File: src/hdl/lgbe_pkg.sv
// Shared types and constants for the life generation byte engine.
package lgbe_pkg;

  localparam int unsigned ROWS_PER_PAGE = 8;
  localparam int unsigned VEC_W         = ROWS_PER_PAGE + 2;
  localparam int unsigned CNT_W         = 4;

  typedef logic [ROWS_PER_PAGE-1:0] byte_t;
  typedef logic [VEC_W-1:0]         col_vec_t;
  typedef logic [CNT_W-1:0]         cnt_t;
  typedef cnt_t [ROWS_PER_PAGE-1:0] cnt_vec_t;

  typedef enum logic [1:0] {
    KIND_FRAME_WR = 2'd0,
    KIND_COMPUTE  = 2'd1,
    KIND_NEXT_WR  = 2'd2
  } kind_e;

  // Offsets within the 3x3 byte neighbourhood
  localparam logic [1:0] OFS_LOW  = 2'd0;
  localparam logic [1:0] OFS_MID  = 2'd1;
  localparam logic [1:0] OFS_HIGH = 2'd2;

  typedef struct packed {
    logic clr;
    logic add;
    logic centre;
  } cnt_ctrl_t;

endpackage

File: src/hdl/lgbe_count_unit.sv
// Neighbour counter: accumulates one column window per beat into eight cell counts.
module lgbe_count_unit import lgbe_pkg::*; (
  input  logic      clk_i,
  input  cnt_ctrl_t ctrl_i,
  input  col_vec_t  vec_i,
  output cnt_vec_t  cnt_o
);

  cnt_vec_t cnt_q, cnt_d;

  always_comb begin
    cnt_d = cnt_q;
    if (ctrl_i.clr) begin
      cnt_d = '0;
    end else if (ctrl_i.add) begin
      for (int n = 0; n < ROWS_PER_PAGE; n++) begin
        // vec bit n+1 is the cell itself in the centre column: drop it
        cnt_d[n] = cnt_q[n] + CNT_W'(vec_i[n]) + CNT_W'(vec_i[n+2])
                 + CNT_W'(vec_i[n+1] & ~ctrl_i.centre);
      end
    end
  end

  always_ff @(posedge clk_i) begin
    cnt_q <= cnt_d;
  end

  assign cnt_o = cnt_q;

endmodule

File: config.mk
export PLATFORM = sky130hd
export DESIGN_NAME = lgbe_count_unit
export DESIGN_NICKNAME = d
export VERILOG_FILES = /design/src/hdl/lgbe_pkg.sv /design/src/hdl/lgbe_count_unit.sv
export SDC_FILE = /design/constraint.sdc
export NUM_CORES = 1
export LEC_CHECK = 0
export BUFFER_PORTS_ARGS = -buffer_cell sky130_fd_sc_hd__buf_2
export CAP_MARGIN = 15
export CORE_MARGIN = 2
export CORE_UTILIZATION = 57
export CTS_CLUSTER_SIZE = 40
export DETAILED_ROUTE_END_ITERATION = 8
export PLACE_DENSITY = 0.89
export RECOVER_POWER = 50
export SYNTH_ARGS = -nofsm -noshare
export SYNTH_HDL_FRONTEND = slang
export SYNTH_SLANG_ARGS = --single-unit
export TNS_END_PERCENT = 5
File: constraint.sdc
create_clock -name clk_i -period 2.8 [get_ports clk_i]
set_input_delay 0.28 -clock clk_i [delete_from_list [all_inputs] [get_ports clk_i]]
set_output_delay 0.28 -clock clk_i [all_outputs]
set_load 0.01 [all_outputs]
==> flow_results.org, run 1 <==
** Placed design
- The wire-length estimate of the detail-placed layout is between 2000 and 3000 um.
- Summing all placed instances gives a cell area of approximately 2100 um^2.
- Routability-driven placement finished with a final weighted congestion of slightly above 0.8.
- In this run the tool buffered the top-level ports with between 40 and 50 buffer cells.

** Routing
- Detailed router's first-iteration violation count :: 55
- Across all layers, the routed design uses 1449 vias.
- The detail route stage leaves a number of antenna-violating nets equal to 0.
- Before antenna repair, the detailed router went through 4 iterations.
- After detailed routing, the number of vias per cell comes to 5.01.
- DRC violations left :: 0
- For this block, the routed nets add up to 3410 um of wire.
- After detailed routing, the average wire length per cell comes to about 12 um.

** Timing
- Dividing the final minimum period by the clock period gives around two thirds.
- Number of endpoints failing setup at the final stage :: 0
- Clock skew on the completed layout was measured at 0.00902 ns.
- In this run the tightest slew margin relative to its limit is a little under three fifths.
- Number of pins with negative max-slew slack in the final report :: 0
- The count of endpoints failing hold in the final timing report is 0.
- Tightest Pin Transition :: roughly 0.66 ns
- Summed over all failing endpoints, the final setup total negative slack is 0 ns.
- Setup repair after global routing left no endpoint under its margin.
- Maximum operating frequency :: 545 MHz
- The clock period could shrink to between 1.5 and 2 ns.

** Finish
- The final layout contains approximately 290 nets.
- The filler cells instantiated in the layout total 268.
- In the final layout, flip-flops and latches occupy 641 um^2.
- The register with the most flip-flops in the layout has 32 of them.
- Area growth syn-to-layout :: 13.5%
- Measured on the finished design, the core utilization comes to roughly 69%.
- Of the cells placed in the final design, the portion with a size suffix greater than 1 is 8.57%.
- The repair_antennas step left the layout with diodes totalling 0.
- Post-route cell area :: approximately 2200 um^2
- Summing all multi-input logic gate instances after layout gives roughly 1100 um^2.

** Synthesis
- Post-Synth Adder-Cell Area :: roughly 27%
- For this run, the register share of the synthesized area comes to approximately a third.
- After synthesis, the mean cell area works out to between 9 and 10 um^2.
- Combinational family with the most area after synthesis :: adder cells
- The mapped netlist covers 1910 um^2.
- Xor/xnor share of the synthesized area :: ~3.7%
- In the synthesized netlist, the number of instances is roughly 200.
- After Yosys synthesis, and, or, nand and nor cells account for a little over an eighth of the synthesized area.
- Summing the areas of all compound-gate instances in the mapped netlist gives just over 8% of the synthesized area.
- After synthesis, the share of cell area in mux cells is just under 6%.
- In this run, distinct cell masters in the synthesized netlist total 20.
- Register bit count reported by yosys :: 32
- The number of nets handed over by synthesis was around 250.
- Ys Warns :: 0

** Global routing
- Global routing used 20.7% of the available tracks.
- Number of antenna violations at the first check in global routing :: 0
- The first global-routing pass estimated between 5000 and 6000 um of wire.
- Remaining global-route overflow :: 0
- The via count of the first global-routing pass came to between 1000 and 1500.
- Largest net degree at the start of global routing :: 33

** Worst setup path
- Source of the critical timing path :: vec_i[3]
- Critical path endpoint :: cnt_o[10]$_SDFFE_PP0P_
- Reg2Reg Setup Slack :: 1.27 ns
- The endpoint identified for the worst register-to-register timing path is cnt_o[10]$_SDFFE_PP0P_.
- The startpoint identified for the worst register-to-register timing path is cnt_o[8]$_SDFFE_PP0P_.
- STA classifies the critical path endpoint as a flip-flop.
- WP data arrival :: 2.05 ns
- Data on the critical path is required at its endpoint by roughly 3 ns.
- For the worst flop-to-flop path, the logic depth is 6.
- CP max FO :: 2
- The worst setup path is launched from a primary input.
- The worst setup path is of the primary input to flip-flop kind.

** CTS
- Count of clock tree sinks :: 32
- TritonCTS built the clock tree.
- The clock passes through at most 2 buffers.
- Clock Tree Root :: clkbuf_4
- Clock tree synthesis inserted a total of 5 buffers.
- Number of gates resized after cts :: 0
- CTS clock-pin slew for the worst setup and hold paths :: 0.10 ns
- H-tree depth :: 2
- CTS Hold Buffers Added :: 0
- The later pin in the worst-skew pair is clocked with a latency of between 0.3 and 0.4 ns.
- Setup Buffers After CTS :: 0

** Floorplan
- Width of the die :: between 60 and 70 um
- Core area :: roughly 3100 um^2
- Initial Util :: between 60% and 70%
- The die covers 3820 um^2.
- Die height :: slightly above 60 um
- Site Rows :: 20
- For this design the top-level I/O count stands at 46.

** Worst hold path
- Counting instances, the worst hold path has a depth of 2.
- In this run the most critical hold path is launched from ctrl_i[2].
- The min-delay analysis places its worst path in the category primary input to flip-flop.

** Power and ir drop
- Dividing total power by cell area gives a power density of between 500 and 600 nW/um^2.
- Peak supply drop :: 0.322 mV
- Leakage power of the design :: between 0.0009 and 0.001 uW

** Run status
- The flow ran to the end, and the final reports show no timing, DRC or antenna violations.

** Run
- The tool flagged a number of max-cap violations equal to 0.
metrics by stage:
stage,instances,hold slack (ns),power [uW],setup WS (ns)
floorplan,199,0.358,733,0.912
global placement,282,0.464,809,0.692
detailed placement,282,0.472,827,0.600
CTS,289,0.422,1120,0.973
global route,289,0.440,1180,0.872
finish,289,0.418,1100,0.965
report_power, final:
| part | internal [uW] | total [uW] | leakage, uW | switching (uW) |
|---|---|---|---|---|
| combinational | 119 | 271 | 0.000645 | 152 |
| clock | 142 | 300 | 0.0000374 | 158 |
| sequential | 494 | 533 | 0.000262 | 38.6 |
| total | 756 | 1100 | 0.000945 | 348 |
cell type report:
class                   instances  area share (%)
well taps                      44            2.55
flip-flops and latches         32            29.6
inverters                      24            4.17
clock buffers                   7            3.01
repair buffers                 46            8.91
multi-input cells             136            51.7
critical path, stage by stage:
cell	delay [ns]
buf_2	0.11
inv_1	0.09
nor2_1	0.06
fa_1	0.48
ha_1	0.16
inv_1	0.06
fa_1	0.35
and2b_1	0.24
xnor2_1	0.16
nor2_1	0.06
cells in the mapped netlist, drive strengths merged:
library cell	n	share of area [%]
and2b	4	1.6
nor2b	3	0.99
or3	8	2.6
buf	4	2.4
nor2	27	5.3
ha	16	11
fa	16	17
xnor2	5	2.3
clkbuf	3	0.59
nand2b	3	0.99
inv	24	4.7
dfxtp	32	34
nand2	11	2.2
xor2	3	1.4
a21oi	16	4.2
a211oi	5	2.0
mux2i	11	5.8
o21ai	8	2.1
layout by cell type, fill, tap and decap left out:
| master | n |
|---|---|
| dfxtp_1 | 32 |
| clkbuf_1 | 32 |
| nor2_1 | 27 |
| inv_1 | 24 |
| a21oi_1 | 16 |
| fa_1 | 16 |
| ha_1 | 16 |
| buf_2 | 13 |
| mux2i_1 | 11 |
| nand2_1 | 11 |
| o21ai_0 | 8 |
| or3_1 | 8 |
| a211oi_1 | 5 |
| xnor2_1 | 5 |
| clkbuf_4 | 5 |
| and2b_1 | 4 |
| nand2b_1 | 3 |
| nor2b_1 | 3 |
| xor2_1 | 3 |
| clkbuf_8 | 2 |
| buf_4 | 1 |
metal layers:
layer / up-vias / GRT usage, % / wire (um)
li1: 733 / - / -
met1: 681 / 24.1 / 1550
met2: 31 / 35.3 / 1700
met3: 4 / 6.00 / 132
met4: 0 / 9.42 / 39
met5: - / 0 / 0
kinds of logic after synthesis:
logic type,Yosys count
AO/OA/AOI/OAI,29
XOR/XNOR,8
flip-flops,32
multiplexers,11
adder cells (fa/ha/maj),32
AND/OR/NAND/NOR,56
buffers and inverters,31
worst min path at each step:
stage,end,slack [ns]
2_1_floorplan,cnt_o[1]$_SDFFE_PP0P_,0.36
3_3_place_gp,cnt_o[31]$_SDFFE_PP0P_,0.46
3_5_place_dp,cnt_o[3]$_SDFFE_PP0P_,0.47
4_1_cts,cnt_o[2]$_SDFFE_PP0P_,0.42
5_1_grt,cnt_o[10]$_SDFFE_PP0P_,0.44
6_report,cnt_o[8]$_SDFFE_PP0P_,0.42
Power figures use the tool's default switching activity.
==> run 2: changes to the inputs <==
CORE_UTILIZATION = 53   (was 57)
PLACE_DENSITY = 0.84   (was 0.89)
clock period = 1.7 ns   (was 2.8 ns; I/O delays follow)
==> run 2 against run 1 <==
Setup slack lost 0.92 ns. Clock power increased by 36%. Critical path type unchanged. Sequential cell count unchanged. Hold slack lost 0.088 ns. Highest routed layer unchanged.
==> flow_results.org, run 2 (synthesized netlist as in run 1, its figures left out) <==
** Run status
- Outcome :: completed

** Timing
- The count of endpoints failing hold in the final timing report came to 0 (unchanged).
- The count of final setup violators is 0 (unchanged).
- The setup slack of the critical path after layout came to 0.0467 ns (-0.919 ns).
- The final critical path takes up 97.3% of the cycle.
- The pin slew with the least headroom to its limit came to 0.621 ns (-0.0434 ns).
- Derived from the worst setup path, the maximum achievable clock frequency is ~600 MHz.
- The worst path needs roughly 1.7 ns of the cycle, external delays included.
- Unrepaired setup endpoints after global routing :: yes
- Number of pins with negative max-slew slack in the final report :: 0 (unchanged)
- The worst clock skew on the final layout came to 0.0108 ns (+0.00180 ns).
- The normalized max-slew margin is 58.6% (+2.9 points).

** Power and ir drop
- The largest vdd supply drop is 0.378 mV (+18%).
- Reg power frac :: 49.7% (+1.4 points)
- Leakage power of the design :: 0.000983 uW (+4.0%)
- The internal power of the cells came to 1190 uW (+57%).
- The switching power came to 583 uW (+67%).
- The areal power density over the cells is 787 nW/um^2 (+54%).
- Clock share of power :: 23.1% (-4.1 points)
- The switching share of power was 33.0% (+1.4 points).
- Fraction of power consumed by combinational cells :: 27.2% (+2.7 points)

** Floorplan
- The width of the die was 64.0 um (+3.5%).
- Site Rows :: 21 (+5.0%)
- The I/O pin total is 46 (unchanged).
- The initial core utilization came to 56.2% (-4.7 points).
- The die area is 4090 um^2 (+7.0%).
- Core area :: 3390 um^2 (+8.4%)
- The height of the die was 64.0 um (+3.5%).

** Finish
- Number of flip-flops in the largest register :: 32 (unchanged)
- The post-layout utilization of the core was 66.3% (-2.8 points).
- Antenna diode count :: 0 (unchanged)
- The number of fillers in the final layout was 292 (+9.0%).
- Non-filler cells, final :: 297 (+2.8%)
- Most frequent cells in the layout :: dfxtp_1 (32), clkbuf_1 (31), nor2_1 (27)
- Area growth syn-to-layout :: 17.9%
- The sequential cell area in the final layout came to 641 um^2 (unchanged).
- Most common cell after layout, fill and taps aside :: dfxtp_1
- Total area of multi-input combinational cells :: 1160 um^2 (+4.0%)
- Fraction of final layout cells sized beyond drive strength 1 :: 17.1% (+8.6 points)
- Number of nets in the finished design :: 297 (+2.1%)

** Routing
- Via/cell ratio :: 5.05 (+0.66%)
- DRC violations left :: 0 (unchanged)
- Average detailed-routed wire length per instance :: 12.3 um (+3.9%)
- The violation count after the first detailed-routing iteration was 53 (-3.6%).
- Post-DRT Antenna Nets :: 0 (unchanged)
- The number of detailed-route iterations in the first pass came to 4 (unchanged).
- Via Count :: 1499 (+3.5%)
- The aggregate routed wire length was 3640 um (+6.8%).

** CTS
- The clock tree buffer depth was 2 (unchanged).
- Clock tree from TritonCTS :: done
- Clock latency reported for the late side of the worst-skew pair :: 0.33 ns (about the same)
- The tree is rooted in a clkbuf_4.
- CTS Hold Buffers Added :: 0 (unchanged)
- The number of clock sinks came to 32 (unchanged).
- CTS buffer count :: 5 (unchanged)
- H-tree depth :: 2 (unchanged)
- CTS clock-pin slew for the worst setup and hold paths :: 0.10 ns (about the same)

** Worst setup path
- WP data arrival :: 1.86 ns (-0.19 ns)
- Kind of end point of the critical path :: flip-flop
- Worst EP required :: 1.91 ns (-1.10 ns)
- The critical path in this run is classified as primary input to flip-flop.
- The worst setup path is launched from a primary input.
- CP max FO :: 2 (unchanged)

** Global routing
- Number of antenna violations at the first check in global routing :: 0 (unchanged)
- The final global-route overflow total came to 0 (unchanged).
- Largest net degree at the start of global routing :: 33 (unchanged)
- Global-route wire length before repair :: 6600 um (+15%)
- The total track usage was 20.8% (+0.10 points).
- The via count of the first global-routing pass is 1595 (+12%).

** Placed design
- The worst setup slack before clock tree synthesis came to -0.338 ns (-0.937 ns).
- The placer's final routability congestion estimate came to 0.784 (-4.2%).
- The HPWL after detailed placement came to 2660 um (+3.2%).
- Placed cell count :: 289 (+2.5%)
- The quantity of I/O buffers inserted on ports was 45 (unchanged).

** Run
- Max Cap Viol :: 0 (unchanged)

** Worst hold path
- Hold Path Class :: primary input to flip-flop
run 2: changes by cell type in the layout (fill, tap and decap cells not counted), moves of 3 or more:
cell	previous run	this run
inv_1	24	20
nand2b_4	0	3
nand2b_1	3	0
inv_2	0	4
buf_4	1	8
ha_1	16	11
ha_2	0	5
run 2: what timing repair did:
action,CTS,global route
endpoints found under the hold margin,0,0
setup endpoints to repair,0,8
resized for setup,0,9
setup buffers,0,1
run 2: final cells by class:
type	count	area share, %
clock buffers	6	1.84
clock inverters	1	0.223
inverters	24	4.01
multi-input cells	136	51.8
flip-flops and latches	32	28.5
well taps	46	2.56
repair buffers	52	11.1
run 2: through the flow:
| step | setup TNS [ns] | instance area (um^2) | hold slack [ns] | total power, uW |
|---|---|---|---|---|
| floorplan | -0.372 | 1930 | 0.248 | 1220 |
| global placement | -3.76 | 2200 | 0.463 | 1360 |
| detailed placement | -4.39 | 2200 | 0.476 | 1380 |
| CTS | 0 | 2250 | 0.308 | 1790 |
| global route | -0.0189 | 2250 | 0.337 | 1910 |
| finish | 0 | 2250 | 0.330 | 1770 |
run 2: critical path, cell delays in order:
cell	delay (ns)
buf_2	0.10
inv_2	0.04
buf_4	0.13
fa_1	0.46
inv_1	0.07
ha_2	0.17
inv_1	0.05
fa_1	0.36
nor2b_1	0.14
xnor2_1	0.14
nor2_1	0.06
run 2: path summary, 6_finish.rpt:
path | start | endpoint | slack, ns | cells after the start
setup / recovery | vec_i[6] | cnt_o[18]$_SDFFE_PP0P_ | 0.05 | 11
hold / removal | ctrl_i[2] | cnt_o[12]$_SDFFE_PP0P_ | 0.33 | 2
setup reg to reg | cnt_o[20]$_SDFFE_PP0P_ | cnt_o[22]$_SDFFE_PP0P_ | 0.20 | 6
hold reg to reg | cnt_o[15]$_SDFFE_PP0P_ | cnt_o[15]$_SDFFE_PP0P_ | 0.49 | 2
run 2: routing by layer:
| layer | GRT usage (%) | wire, um | vias up |
|---|---|---|---|
| li1 | - | - | 742 |
| met1 | 23.1 | 1640 | 729 |
| met2 | 37.5 | 1820 | 23 |
| met3 | 4.23 | 118 | 5 |
| met4 | 10.3 | 65 | 0 |
| met5 | 0 | 0 | - |
run 2: power by group through the flow:
stage	sequential, uW	clock [uW]	combinational (uW)
4_1_cts	876	426	492
6_report	878	409	481
5_1_grt	889	460	564
2_1_floorplan	916	0	300
3_3_place_gp	890	0	465
3_5_place_dp	893	0	487
==> run 3: changes to the inputs <==
CORE_UTILIZATION = 57   (was 53)
PLACE_DENSITY = 0.89   (was 0.84)
clock period = 2 ns   (was 1.7 ns; I/O delays follow)
==> run 3 against run 2 <==
Core utilization up 2.7 points. Sequential power down 15%. Sequential share of layout area up 1.2 points. Combinational power down 21%. Clock-buffer cell count unchanged. Hold slack better by 0.020 ns. Routed wire length down 7.9%. Highest routed layer unchanged.
==> flow_results.org, run 3 (synthesized netlist as in run 1, its figures left out) <==
** Routing
- Total wire length after detailed routing :: 3360 um (-7.9%)
- Detailed router's first-iteration violation count :: 52 (-1.9%)
- The number of nets with antenna violations after detailed routing is 0 (unchanged).
- The average routed wire per standard cell was 11.5 um (-6.0%).
- The remaining routing DRC violations is 0 (unchanged).
- The number of detailed-route iterations in the first pass is 4 (unchanged).
- Via/cell ratio :: 4.92 (-2.4%)
- The via count is 1433 (-4.4%).

** Floorplan
- The floorplan core area was 3130 um^2 (-7.7%).
- The height of the die is 61.8 um (-3.3%).
- The width of the die came to 61.8 um (-3.3%).
- Total Die Area :: 3820 um^2 (-6.6%)
- Initial Util :: 60.9% (+4.7 points)
- The I/O pin total was 46 (unchanged).
- The number of placement rows came to 20 (-4.8%).

** Finish
- The final cell area excluding filler cells is 2160 um^2 (-4.0%).
- Number of nets in the finished design :: 293 (-1.3%)
- Number of flip-flops in the largest register :: 32 (unchanged)
- The library cell used most frequently in the layout, excluding fill and tap cells, is clkbuf_1.
- The area growth from synthesis to layout is 13.3%.
- Most frequent cells in the layout :: clkbuf_1 (33), dfxtp_1 (32), nor2_1 (27)
- Fill cell total of the finished layout :: 269 (-7.9%)
- Antenna diode count :: 0 (unchanged)
- The ratio of cells with drive above 1 in the final layout came to 8.91% (-8.2 points).
- Total area of multi-input combinational cells :: 1120 um^2 (-3.9%)
- The sequential cell area in the final layout was 641 um^2 (unchanged).
- The post-layout utilization of the core was 69.0% (+2.7 points).

** Timing
- Number of endpoints failing setup at the final stage :: 0 (unchanged)
- Setup repair after global routing left no endpoint under its margin.
- Ratio of final minimum period to clock period :: between 80% and 90%
- Crit path time final :: 1.74 ns
- The pin slew with the least headroom to its limit is 0.579 ns (-0.0413 ns).
- The worst clock skew on the final layout came to 0.00423 ns (-0.00659 ns).
- For this run, the top clock speed supported by timing is around 570 MHz.
- Number of pins with negative max-slew slack in the final report :: 0 (unchanged)
- The worst hold margin was 0.350 ns (+0.0204 ns).
- The count of endpoints failing hold in the final timing report came to 0 (unchanged).
- Least setup slack across all paths after layout :: 0.260 ns (+0.213 ns)
- The normalized max-slew margin was 61.4% (+2.8 points).

** Worst setup path
- The largest individual stage delay along the critical path comes from the cell fa_1.
- STA classifies the critical path startpoint as a primary input.
- Reg2Reg Setup Slack :: 0.53 ns (+0.33 ns)
- Crit Path Class :: primary input to flip-flop
- The worst reg2reg path depth came to 6 (unchanged).
- Reg-to-Reg Start :: cnt_o[12]$_SDFFE_PP0P_
- The signal arrival time at the worst endpoint came to 1.94 ns (+0.08 ns).
- The required time at the worst-slack endpoint is 2.20 ns (+0.29 ns).
- In this design, the largest share of critical-path delay is due to adder cells.
- The signal on the critical path passes through buf_2, nand2b_1, fa_1, inv_1, ha_1, inv_1, fa_1, and2b_1, xnor2_1, nor2_1.
- Combined buffer and inverter count along the critical path :: 3 (-2)
- The delay of the slowest cell on the worst path was 0.42 ns (-0.04 ns).
- The worst setup path is captured at a flip-flop.
- The most critical setup path has its startpoint at ctrl_i[0].
- The endpoint identified for the worst register-to-register timing path is cnt_o[14]$_SDFFE_PP0P_.
- The highest fanout seen on the critical path is 8 (+6).

** Worst hold path
- The startpoint identified for the worst hold timing path is ctrl_i[2].
- The min-delay analysis places its worst path in the category primary input to flip-flop.
- Endpoint, Worst Hold :: cnt_o[12]$_SDFFE_PP0P_
- Worst hold path cell count :: 2 (unchanged)

** Power and ir drop
- The static leakage came to 0.000945 uW (-3.8%).
- The total power draw came to 1460 uW (-18%).
- The areal power density over the cells came to 675 nW/um^2 (-14%).
- The largest vdd supply drop was 0.453 mV (+20%).

** CTS
- The number of post-CTS setup repair buffers came to 0 (unchanged).
- Largest buffer count on any clock path :: 2 (unchanged)
- H-tree depth :: 2 (unchanged)
- Clock Tree Root :: clkbuf_4
- Number of gates resized after cts :: 0 (unchanged)
- Clock latency reported for the late side of the worst-skew pair :: 0.32 ns (about the same)
- The number of buffers added by the clock tree synthesis step is 5 (unchanged).
- CTS Hold Buffers Added :: 0 (unchanged)
- TritonCTS built the clock tree.
- CTS clock-pin slew for the worst setup and hold paths :: 0.09 ns (about the same)
- Count of clock tree sinks :: 32 (unchanged)

** Placed design
- The placer's final routability congestion estimate was 0.835 (+6.6%).
- Worst setup slack before clock tree synthesis :: -0.0885 ns (+0.249 ns)
- IO Port Bufs :: 45 (unchanged)
- The HPWL after detailed placement is 2620 um (-1.5%).
- The placement-stage cell area is 2150 um^2 (-2.4%).

** Global routing
- Number of antenna violations at the first check in global routing :: 0 (unchanged)
- Via count of the first global-routing pass :: 1327 (-17%)
- The maximum number of pins on one net before global-route repair came to 33 (unchanged).
- Global-route wire length before repair :: 5490 um (-17%)
- The total track usage is 20.0% (-0.80 points).
- The final global-route overflow total is 0 (unchanged).

** Run
- Max Cap Viol :: 0 (unchanged)

** Run status
- Outcome :: completed
==> run 3: changes by cell type in the layout (fill, tap and decap cells not counted), sizes merged <==
cell / change
buf: -6
clkbuf: +2
==> run 3: worst max path at each step <==
stage                                        end  slack, ns  cells after the start
after detailed placement  cnt_o[14]$_SDFFE_PP0P_      -0.09                     10
after global placement    cnt_o[14]$_SDFFE_PP0P_      -0.04                     10
after global routing      cnt_o[14]$_SDFFE_PP0P_       0.16                     10
final                     cnt_o[14]$_SDFFE_PP0P_       0.26                     10
after CTS                 cnt_o[14]$_SDFFE_PP0P_       0.26                     10
after floorplan            cnt_o[2]$_SDFFE_PP0P_       0.19                      9
==> run 3: final cells by class <==
type	instances	share of cell area (%)
Timing Repair Buffer	48	9.62
Sequential cell	32	29.7
Tap cell	44	2.55
Multi-Input combinational cell	136	51.8
Clock buffer	6	1.91
Inverter	24	4.17
Clock inverter	1	0.232
==> run 3: where the power goes <==
group          switching [uW]  internal (uW)
registers                52.6            692
clock network             201            129
logic                     214            169
total                     468            990
==> run 3: metrics by stage <==
step | cells | setup TNS (ns)
floorplan | 199 | 0
global placement | 284 | -0.0508
detailed placement | 284 | -0.325
CTS | 291 | 0
global route | 291 | 0
finish | 291 | 0
==> run 3: metal layers <==
layer  share of wire [%]  routed length (um)  up-vias  track usage (%)
met1                  44                1470      662             24.9
li1                    -                   -      737                -
met3                 4.0                 135        6             4.97
met4                 1.7                  58        0             8.21
met5                   0                   0        -                0
met2                  50                1690       28             33.4
